**src/rtl/core/bnc_pkg.sv**
```systemverilog
`default_nettype none

package bnc_pkg;

   localparam int STACK_DEPTH_DEFAULT = 16;
   localparam int SYM_W     = 8;
   localparam int CSR_W     = 16;
   localparam int CSR_IDX_W = 2;
   localparam int STATUS_W  = 2;
   localparam int SCORE_W   = 38;
   localparam int KIND_W    = 2;
   localparam int NUM_KINDS = 4;

   typedef enum logic [STATUS_W-1:0] {
      STATUS_BALANCED   = 2'd0,
      STATUS_INCOMPLETE = 2'd1,
      STATUS_CORRUPT    = 2'd2,
      STATUS_OVERFLOW   = 2'd3
   } status_type;

   localparam logic [CSR_IDX_W-1:0] CSR_ERR_ROUND  = 2'd0;
   localparam logic [CSR_IDX_W-1:0] CSR_ERR_SQUARE = 2'd1;
   localparam logic [CSR_IDX_W-1:0] CSR_ERR_CURLY  = 2'd2;
   localparam logic [CSR_IDX_W-1:0] CSR_ERR_ANGLE  = 2'd3;

   localparam logic [KIND_W-1:0] KIND_ROUND  = 2'd0;
   localparam logic [KIND_W-1:0] KIND_SQUARE = 2'd1;
   localparam logic [KIND_W-1:0] KIND_CURLY  = 2'd2;
   localparam logic [KIND_W-1:0] KIND_ANGLE  = 2'd3;

   localparam logic [CSR_W-1:0] ERR_ROUND_RESET  = 16'd3;
   localparam logic [CSR_W-1:0] ERR_SQUARE_RESET = 16'd57;
   localparam logic [CSR_W-1:0] ERR_CURLY_RESET  = 16'd1197;
   localparam logic [CSR_W-1:0] ERR_ANGLE_RESET  = 16'd25137;

   localparam logic [SYM_W-1:0] CHAR_ROUND_OPEN   = 8'h28;
   localparam logic [SYM_W-1:0] CHAR_ROUND_CLOSE  = 8'h29;
   localparam logic [SYM_W-1:0] CHAR_SQUARE_OPEN  = 8'h5B;
   localparam logic [SYM_W-1:0] CHAR_SQUARE_CLOSE = 8'h5D;
   localparam logic [SYM_W-1:0] CHAR_CURLY_OPEN   = 8'h7B;
   localparam logic [SYM_W-1:0] CHAR_CURLY_CLOSE  = 8'h7D;
   localparam logic [SYM_W-1:0] CHAR_ANGLE_OPEN   = 8'h3C;
   localparam logic [SYM_W-1:0] CHAR_ANGLE_CLOSE  = 8'h3E;

   // classified word handed from front to back
   typedef struct packed {
      logic              eol;
      logic              opener;
      logic              closer;
      logic [KIND_W-1:0] kind;
   } word_type;

   function automatic word_type classify(input logic req_type, input logic [SYM_W-1:0] sym);
      word_type w;
      w = '0;
      w.eol = req_type;
      unique case (sym)
         CHAR_ROUND_OPEN: begin
            w.opener = 1'b1;
            w.kind   = KIND_ROUND;
         end
         CHAR_SQUARE_OPEN: begin
            w.opener = 1'b1;
            w.kind   = KIND_SQUARE;
         end
         CHAR_CURLY_OPEN: begin
            w.opener = 1'b1;
            w.kind   = KIND_CURLY;
         end
         CHAR_ANGLE_OPEN: begin
            w.opener = 1'b1;
            w.kind   = KIND_ANGLE;
         end
         CHAR_ROUND_CLOSE: begin
            w.closer = 1'b1;
            w.kind   = KIND_ROUND;
         end
         CHAR_SQUARE_CLOSE: begin
            w.closer = 1'b1;
            w.kind   = KIND_SQUARE;
         end
         CHAR_CURLY_CLOSE: begin
            w.closer = 1'b1;
            w.kind   = KIND_CURLY;
         end
         CHAR_ANGLE_CLOSE: begin
            w.closer = 1'b1;
            w.kind   = KIND_ANGLE;
         end
         default: begin
         end
      endcase
      return w;
   endfunction

   // value times 5**level, wrapping in 64 bits; elaboration-time only
   function automatic logic [63:0] weight(input int level, input int value);
      logic [63:0] p;
      p = 64'(value);
      for (int i = 0; i < level; i++) begin
         p = p * 64'd5;
      end
      return p;
   endfunction

endpackage

`default_nettype wire

```
**src/rtl/core/bnc_back.sv**
```systemverilog
`default_nettype none

module bnc_back #(
   parameter int STACK_DEPTH = bnc_pkg::STACK_DEPTH_DEFAULT
) (
   input  wire logic                          clock,
   input  wire logic                          reset,
   input  wire logic                          csr_wr_en,
   input  wire logic [bnc_pkg::CSR_IDX_W-1:0] csr_index,
   input  wire logic [bnc_pkg::CSR_W-1:0]     csr_wr_data,
   input  wire logic                          q_valid,
   output logic                               q_pop,
   input  bnc_pkg::word_type                  q_word,
   output logic                               rsp_valid,
   input  wire logic                          rsp_stall,
   output logic [bnc_pkg::STATUS_W-1:0]       rsp_status,
   output logic [bnc_pkg::SCORE_W-1:0]        rsp_score
);
   import bnc_pkg::*;

   localparam int LVL_W = $clog2(STACK_DEPTH + 1);
   localparam int IDX_W = (STACK_DEPTH > 1) ? $clog2(STACK_DEPTH) : 1;

   // weight of a kind at a stack position: (kind + 1) * 5**position
   logic [SCORE_W-1:0] wt_tab [STACK_DEPTH][NUM_KINDS];

   for (genvar g = 0; g < STACK_DEPTH; g++) begin : g_row
      for (genvar k = 0; k < NUM_KINDS; k++) begin : g_kind
         assign wt_tab[g][k] = SCORE_W'(weight(g, k + 1));
      end
   end

   logic [CSR_W-1:0]   err_ff [NUM_KINDS];
   logic [KIND_W-1:0]  stack_ff [STACK_DEPTH];
   logic [LVL_W-1:0]   level_ff, level_in;
   logic               corrupt_ff, corrupt_in;
   logic               overflow_ff, overflow_in;
   logic [CSR_W-1:0]   cscore_ff, cscore_in;
   logic [SCORE_W-1:0] score_ff, score_in;
   logic               rsp_valid_ff;
   status_type         rsp_status_ff, rsp_status_in;
   logic [SCORE_W-1:0] rsp_score_ff, rsp_score_in;

   logic               take;
   logic               rsp_load;
   logic               stack_we;
   logic [LVL_W-1:0]   lvl_dec;
   logic [IDX_W-1:0]   push_idx;
   logic [IDX_W-1:0]   pop_idx;
   logic [KIND_W-1:0]  top;
   logic               full;
   logic               empty;
   logic [CSR_W-1:0]   hit_score;

   assign rsp_valid  = rsp_valid_ff;
   assign rsp_status = rsp_status_ff;
   assign rsp_score  = rsp_score_ff;
   assign q_pop      = take;

   always_comb begin
      take      = q_valid && !(rsp_valid_ff && rsp_stall);
      lvl_dec   = level_ff - LVL_W'(1);
      push_idx  = level_ff[IDX_W-1:0];
      pop_idx   = lvl_dec[IDX_W-1:0];
      top       = stack_ff[pop_idx];
      full      = (level_ff >= LVL_W'(STACK_DEPTH));
      empty     = (level_ff == '0);
      hit_score = q_word.closer ? err_ff[q_word.kind] : '0;

      priority if (overflow_ff) begin
         rsp_status_in = STATUS_OVERFLOW;
         rsp_score_in  = '0;
      end else if (corrupt_ff) begin
         rsp_status_in = STATUS_CORRUPT;
         rsp_score_in  = SCORE_W'(cscore_ff);
      end else if (empty) begin
         rsp_status_in = STATUS_BALANCED;
         rsp_score_in  = '0;
      end else begin
         rsp_status_in = STATUS_INCOMPLETE;
         rsp_score_in  = score_ff;
      end

      level_in    = level_ff;
      corrupt_in  = corrupt_ff;
      overflow_in = overflow_ff;
      cscore_in   = cscore_ff;
      score_in    = score_ff;
      stack_we    = 1'b0;
      rsp_load    = 1'b0;

      if (take) begin
         if (q_word.eol) begin
            // report, then clear the line
            rsp_load    = 1'b1;
            level_in    = '0;
            corrupt_in  = 1'b0;
            overflow_in = 1'b0;
            cscore_in   = '0;
            score_in    = '0;
         end else if (!(corrupt_ff || overflow_ff)) begin
            if (q_word.opener) begin
               if (full) begin
                  overflow_in = 1'b1;
               end else begin
                  stack_we = 1'b1;
                  level_in = level_ff + LVL_W'(1);
                  score_in = score_ff + wt_tab[push_idx][q_word.kind];
               end
            end else if (empty) begin
               corrupt_in = 1'b1;
               cscore_in  = hit_score;
            end else begin
               level_in = lvl_dec;
               score_in = score_ff - wt_tab[pop_idx][top];
               if (!(q_word.closer && (q_word.kind == top))) begin
                  corrupt_in = 1'b1;
                  cscore_in  = hit_score;
               end
            end
         end
      end
   end

   always_ff @(posedge clock) begin
      if (stack_we) begin
         stack_ff[push_idx] <= q_word.kind;
      end
      if (rsp_load) begin
         rsp_status_ff <= rsp_status_in;
         rsp_score_ff  <= rsp_score_in;
      end
   end

   always_ff @(posedge clock) begin
      if (reset) begin
         level_ff     <= '0;
         corrupt_ff   <= 1'b0;
         overflow_ff  <= 1'b0;
         cscore_ff    <= '0;
         score_ff     <= '0;
         rsp_valid_ff <= 1'b0;
      end else begin
         level_ff    <= level_in;
         corrupt_ff  <= corrupt_in;
         overflow_ff <= overflow_in;
         cscore_ff   <= cscore_in;
         score_ff    <= score_in;
         if (rsp_load) begin
            rsp_valid_ff <= 1'b1;
         end else if (!rsp_stall) begin
            rsp_valid_ff <= 1'b0;
         end
      end
   end

   always_ff @(posedge clock) begin
      if (reset) begin
         err_ff[KIND_ROUND]  <= ERR_ROUND_RESET;
         err_ff[KIND_SQUARE] <= ERR_SQUARE_RESET;
         err_ff[KIND_CURLY]  <= ERR_CURLY_RESET;
         err_ff[KIND_ANGLE]  <= ERR_ANGLE_RESET;
      end else if (csr_wr_en) begin
         unique case (csr_index)
            CSR_ERR_ROUND:  err_ff[KIND_ROUND]  <= csr_wr_data;
            CSR_ERR_SQUARE: err_ff[KIND_SQUARE] <= csr_wr_data;
            CSR_ERR_CURLY:  err_ff[KIND_CURLY]  <= csr_wr_data;
            CSR_ERR_ANGLE:  err_ff[KIND_ANGLE]  <= csr_wr_data;
            default: begin
            end
         endcase
      end
   end

endmodule

`default_nettype wire

```
**config.mk**
```make
export PLATFORM = sky130hd
export DESIGN_NAME = bnc_back
export DESIGN_NICKNAME = d
export VERILOG_FILES = /design/src/rtl/core/bnc_pkg.sv /design/src/rtl/core/bnc_back.sv
export SDC_FILE = /design/constraint.sdc
export NUM_CORES = 1
export LEC_CHECK = 0
export ABC_AREA = 1
export BUFFER_PORTS_ARGS = -buffer_cell sky130_fd_sc_hd__clkbuf_2
export CAP_MARGIN = 10
export CORE_MARGIN = 3
export CORE_UTILIZATION = 35
export CTS_BUF_LIST = sky130_fd_sc_hd__clkbuf_4 sky130_fd_sc_hd__clkbuf_8 sky130_fd_sc_hd__clkbuf_16
export DETAILED_ROUTE_END_ITERATION = 10
export PLACE_DENSITY_LB_ADDON = 0.1
export SETUP_SLACK_MARGIN = 0.05
export SYNTH_ARGS = -nofsm -noshare
export SYNTH_HDL_FRONTEND = slang
export SYNTH_SLANG_ARGS = --single-unit
```
**constraint.sdc**
```tcl
create_clock -name clock -period 7.05 [get_ports clock]
set_input_delay 0.705 -clock clock [delete_from_list [all_inputs] [get_ports clock]]
set_output_delay 0.705 -clock clock [all_outputs]
set_load 0.03 [all_outputs]
```
# == After elaboration in Yosys (flattened, before gate mapping) ==
# Memory sizes are Yosys's and may differ from the RTL's.
# Index checks and enable logic that the tools add are counted.
# word_totals
regBits,102
mem_bits_rw,96
romBits,4864
input_bits,28
out_inout_bits,42
elab_cells,127
n_memories,4
# op_classes
addsub,4
magnitude_cmp,5
eq_ne,10
mux,72
n_bitwise,8
reduce_logical,14
# mem_list
memory,words,word_bits,read_ports,rd_ports_with_merged_regs,write_ports,line_no,text
(name not given),16,152,1,0,0,bnc_back.sv:115,score_in = score_ff - wt_tab[pop_idx][top];
(name not given),16,152,1,0,0,bnc_back.sv:108,score_in = score_ff + wt_tab[push_idx][q_word.kind];
err_ff,4,16,1,0,4,bnc_back.sv:33,logic [CSR_W-1:0] err_ff [NUM_KINDS];
stack_ff,16,2,1,0,1,bnc_back.sv:34,logic [KIND_W-1:0] stack_ff [STACK_DEPTH];
# op_table
operator,count
$mux 152,4
$mux 38,9
$mux 16,12
$bmux 38 s2,2
$mux 1,40
$add 38x38->38,1
$sub 38x38->38,1
$mux 5,5
$ge 5x5->1 const B,3
$reduce_and 4->1,3
$not 4->5,2
$ne 3x3->1 const B,3
$ge 3x3->1 const B,2
$not 2->3,2
$add 5x1->5 const B,1
$logic_not 5->1,1
$sub 5x1->5 const B,1
$eq 2x2->1 const B,2
$ne 2x1->1 const B,2
$or 1x1->1,4
$reduce_bool 2->1,2
$logic_and 1x1->1,3
$reduce_or 3->1,1
$eq 2x1->1 const B,1
6 further kinds,6

# == Depth between registers and ports, before layout ==
# logic_depth
depth_word,13
depth_mapped,46

# == Worst setup path before layout ==
# No wires, ideal clock.
# synth_path
path_type,reg-to-reg
from,reg level_ff[2]
to,reg score_ff[30]
setup_time_ns,0.134
arrival_time_ns,5.674
required_ns,6.916
path_slack_ns,1.242
path_stages_with_launch,42
period_less_slack_ns,5.808
path_cell_list,dfxtp_1 clkbuf_1 clkbuf_1 inv_1 ha_1 nand2_4 nand3_1 nand2_4 nor2_1 nand2_1 nand2_1 nor2_8 buf_6 buf_2 buf_2 ha_1 inv_1 nand2_1 [6 not listed] o21ai_0 inv_1 ha_1 a21oi_1 nand2_1 inv_1 nand2_1 a21oi_1 inv_1 nand2_1 nand2_1 a21boi_0 o21ai_0 nand2_1 nand2_1 or2_2 nand3_1 a21oi_1
# synth_between
elab_chain_cells,13
# synth_lines
element,line_no,text
"start, declared",bnc_back.sv:35,"logic [LVL_W-1:0] level_ff, level_in;"
"start signal, assigned",bnc_back.sv:144,level_ff <= level_in;
$sub 5x1->5,bnc_back.sv:62,lvl_dec = level_ff - LVL_W'(1);
$not 4->5 (implied by the code),bnc_back.sv:115,
$mem_v2 16x152,n/a,
$mux 152 (implied by the code) (2 in a row),bnc_back.sv:115,
$bmux 38 s2,bnc_back.sv:115,
$mux 38 (implied by the code) (2 in a row),bnc_back.sv:115,
$sub 38x38->38,bnc_back.sv:115,
$mux 38,bnc_back.sv:110,end else if (empty) begin
$mux 38,bnc_back.sv:102,if (q_word.opener) begin
$mux 38,bnc_back.sv:101,end else if (!(corrupt_ff || overflow_ff)) begin
$mux 38,bnc_back.sv:93,if (q_word.eol) begin
"end signal, assigned",bnc_back.sv:148,score_ff <= score_in;
"end, declared",bnc_back.sv:39,"logic [SCORE_W-1:0] score_ff, score_in;"
# Several ways; a longest one is shown, not always the timed one. The select of a mux whose other input is x is not followed.
# A chain may end at the register's enable or synchronous reset.

# == Final worst setup path ==
# layout_path
from,reg level_ff[1]
to,reg score_ff[36]
# The elaborated chain is that of the path after synthesis.

==> out/qor_table.md <==
| Group | Result | Value |
|:---|:---|:---|
| status | Run status | finished, final reports clean |
| synthesis | Post-Syn Instances | 1897 |
| final layout | Leading cell type in the layout, fill and taps excluded | nand2_1 |
| min path | Class of the most critical hold timing path | reg -> reg |
| global routing | Global-route usage over all layers | 0.233 |
| pwr | Lkg Pwr | 0.00662 µW |
| synthesis | Most common flop cell mapped by yosys | edfxtp_1 |
| sta | Final hold violation count | 0 |
| placement | Input/output buffers | 69 |
| worst setup path | Worst reg-to-reg path cell count | 30 |
| global routing | Via count of the first global-routing pass | 12700 |
| worst setup path | Worst Path Max Fanout | 24 |
| cts | Sink Count | 198 |
| synthesis | Mapped Avg Cell Area | 7.33 µm² |
| synthesis | Number of synthesized flops with an enable pin | 136 |
| synthesis | Cell type with the highest aggregate area in the netlist | edfxtp_1 |
| route | Detailed Route Iter0 Violations | 1192 |
| cts | H-tree depth | 4 |
| final layout | Fraction of final layout cells with drive strength greater than 1 | 0.110 |
| floorplan | Boundary Pins | 70 |
| final layout | Post-route core utilization | 0.391 |
| worst setup path | Kind of launch point of the worst setup path | flip-flop |
| floorplan | Row count | 72 |
| placement | Post-detail-place hpwl | 36.5 mm |
| synthesis | Top-area cell type share of the netlist area | 0.294 |
| final layout | Ant diodes | 0 |
| worst setup path | Sort of element at the end of the critical path | flip-flop |
| floorplan | Initial Utilization | 0.357 |
| final layout | Top library cells by usage in the layout, fill and taps aside | nand2_1 (452), nor2_1 (225), a21oi_1 (183) |
| worst setup path | Worst setup path class | reg -> reg |
| synthesis | Main area contributors after synthesis | edfxtp_1 (29%), nand2_1 (12%), dfxtp_1 (8.9%) |
| sta | Post-Route Skew | 14.3 ps |
| worst setup path | RR Endpoint | score_ff[36]$_SDFFE_PP0P_ |
| floorplan | Floorplan die height | 205 µm |
| worst setup path | Crit path required time | 7390 ps |
| global routing | Number of antenna violations at the first check in global routing | 0 |
| pwr | VDD IR-drop max | 0.186 mV |
| sta | Number of pins exceeding their max-slew limit in the final report | 0 |
| cts | Buffers from clock root to sink, at most | 2 |
| synthesis | Number of storage elements in the synthesis netlist | 198 |
| final layout | Area growth syn-to-layout | 9.62% |
| worst setup path | Reg-to-Reg Start | level_ff[1]$_SDFFE_PP0P_ |
| sta | Fmax achieved | 0.160 GHz |
| worst setup path | Worst reg2reg setup slack | 790 ps |
| cts | Number of hold buffers added after cts | 0 |
| floorplan | Horizontal extent of the die | 205 µm |
| route | Remaining design rule violation count | 0 |
| flow run | Number of max-cap violations | 0 |
| min path | Startpoint of the lowest-slack hold path | score_ff[16]$_SDFFE_PP0P_ |
| synthesis | Total of warnings raised by yosys | 0 |
| synthesis | Sequential cell area fraction in the yosys report | 0.383 |
| sta | Worst hold-check slack | 494 ps |
| sta | Transition time at the pin with the least slew margin | 923 ps |
| pwr | Power density relative to cell area | 300 nW/µm² |
| sta | Slew Limit Headroom | 0.384 |
| min path | Hold endpoint | score_ff[16]$_SDFFE_PP0P_ |
| route | DRT antenna net count | 0 |
| cts | Source-to-sink clock delay at the later pin of the worst-skew pair | 470 ps |
| sta | Period Utilization, post-route | 0.888 |
| worst setup path | Worst path max stage delay | 500 ps |
| global routing | Maximum number of pins on one net before global-route repair | 48 |
| route | Number of iterations in the first detailed-routing pass | 7 |
| cts | Number of buffers added by the clock tree synthesis step | 17 |
| worst setup path | Arr. time, crit path | 6600 ps |
| floorplan | Area of the core | 38900 µm² |
| synthesis | Syn Std Cell Area | 13900 µm² |
| synthesis | Asr flop ratio synth | 0 |
| cts | Clk root buf | clkbuf_16 |
| route | Wire length reported by the detailed router | 49.4 mm |
| route | Via count normalized by instance count | 5.39 |
| cts | Worst-path clk slew | 80 ps |
| final layout | Net count, final | 2019 |
| sta | Minimum period implied by the final worst setup slack | 6260 ps |
| min path | Hold Path Stages | 2 |
| sta | Unrepaired setup endpoints after global routing | false |
| worst setup path | Most repeated library cell on the critical path | nand2_1 |
| synthesis | Unique cell type count in the Yosys netlist | 57 |
| cts | CTS tree | done |
| placement | Final Wtd Congestion | 0.987 |
| sta | Final setup viols | 0 |
| floorplan | DIE AREA | 42100 µm² |
| synthesis | Synthesized Nets | 1995 |
| route | Via count of the routed design | 13200 |
| sta | Post-route setup TNS | 0 ps |
| route | Wirelength per Cell | 20.1 µm |
| worst setup path | CP max-delay cell | dfxtp_2 |
| global routing | Wire length of the first global-routing pass | 74.8 mm |
| worst setup path | CP Launch Point | level_ff[1]$_SDFFE_PP0P_ |
| global routing | Overflow left after global routing | 0 |
## cell type report
class | instances | area [µm²]
Fill cell | 4184 | 23700
Multi-Input combinational cell | 1425 | 7420
Sequential cell | 198 | 5330
Inverter | 181 | 679
Tap cell | 518 | 648
Timing Repair Buffer | 98 | 563
Clock buffer | 18 | 439
Clock inverter | 14 | 153
## synthesized netlist by cell type (all sizes together), types with 6 or more instances
| library cell | instances |
|---|---|
| dfxtp | 62 |
| nand2 | 474 |
| a21oi | 184 |
| xor2 | 11 |
| nand4 | 11 |
| nor2 | 239 |
| buf | 34 |
| nor3 | 23 |
| nand3 | 137 |
| a21o | 7 |
| o21ai | 130 |
| o31ai | 6 |
| a22oi | 37 |
| clkinv | 8 |
| clkbuf | 59 |
| inv | 173 |
| o211ai | 13 |
| edfxtp | 136 |
| a221oi | 7 |
| ha | 69 |
| or2 | 19 |
| a31oi | 17 |
## state kept, by name (all words and copies together), names as in the netlist, 2 cells and up
register / cells
cscore_ff: 16
err_ff: 64
level_ff: 5
rsp_score: 38
rsp_status: 2
score_ff: 38
stack_ff: 32
## cell families (layout without fill, tap and decap cells)
group | count (synthesis) | count (layout) | synth area share
flip-flops | 198 | 198 | 0.383
AND/OR/NAND/NOR | 910 | 910 | 0.284
XOR/XNOR | 12 | 12 | 0.00756
AO/OA/AOI/OAI | 433 | 433 | 0.178
buffers and inverters | 274 | 311 | 0.0836
adder cells (fa/ha/maj) | 70 | 70 | 0.0636
## where the power goes
group	total (µW)	switching, µW	internal (µW)
logic	2170	1540	630
registers	1390	57.0	1330
clock network	1010	522	484
## stage by stage
step,cell area [µm²],cells,total power (µW),setup WS [ps]
5_1_grt,15200,2452,4870,185
4_1_cts,15200,2452,4570,643
3_3_place_gp,14600,2420,3580,837
6_report,15200,2452,4560,790
2_1_floorplan,13900,1897,2980,1240
3_5_place_dp,14600,2420,3560,666
## per-layer routing
| metal | wire length (µm) | global-route usage |
|---|---|---|
| met5 | 0 | 0 |
| met4 | 1870 | 0.101 |
| met3 | 3050 | 0.0397 |
| met2 | 22600 | 0.379 |
| met1 | 21800 | 0.306 |
## what timing repair did
| item | CTS | global route |
|---|---|---|
| endpoints found under the setup margin | 0 | 2 |
| hold endpoints to repair | 0 | 0 |
| gates resized for setup | 0 | 1 |
| buffers inserted | 0 | 0 |
## worst max-delay path: cells and delay by family, from the launching register on
kind	cells	cell delay, ps
compound gates	7	1050
fa+ha+maj	3	940
buf+inv	5	970
flops	1	500
simple gates	15	2640
## how the worst max path moves through the flow
stage | end | slack [ps] | cells past startpoint
after floorplan | score_ff[30]$_SDFFE_PP0P_ | 1240 | 41
after global placement | score_ff[37]$_SDFFE_PP0P_ | 840 | 32
after global routing | score_ff[35]$_SDFFE_PP0P_ | 190 | 35
after CTS | score_ff[36]$_SDFFE_PP0P_ | 640 | 30
final | score_ff[36]$_SDFFE_PP0P_ | 790 | 30
after detailed placement | score_ff[36]$_SDFFE_PP0P_ | 670 | 30
Power figures use the tool's default switching activity.
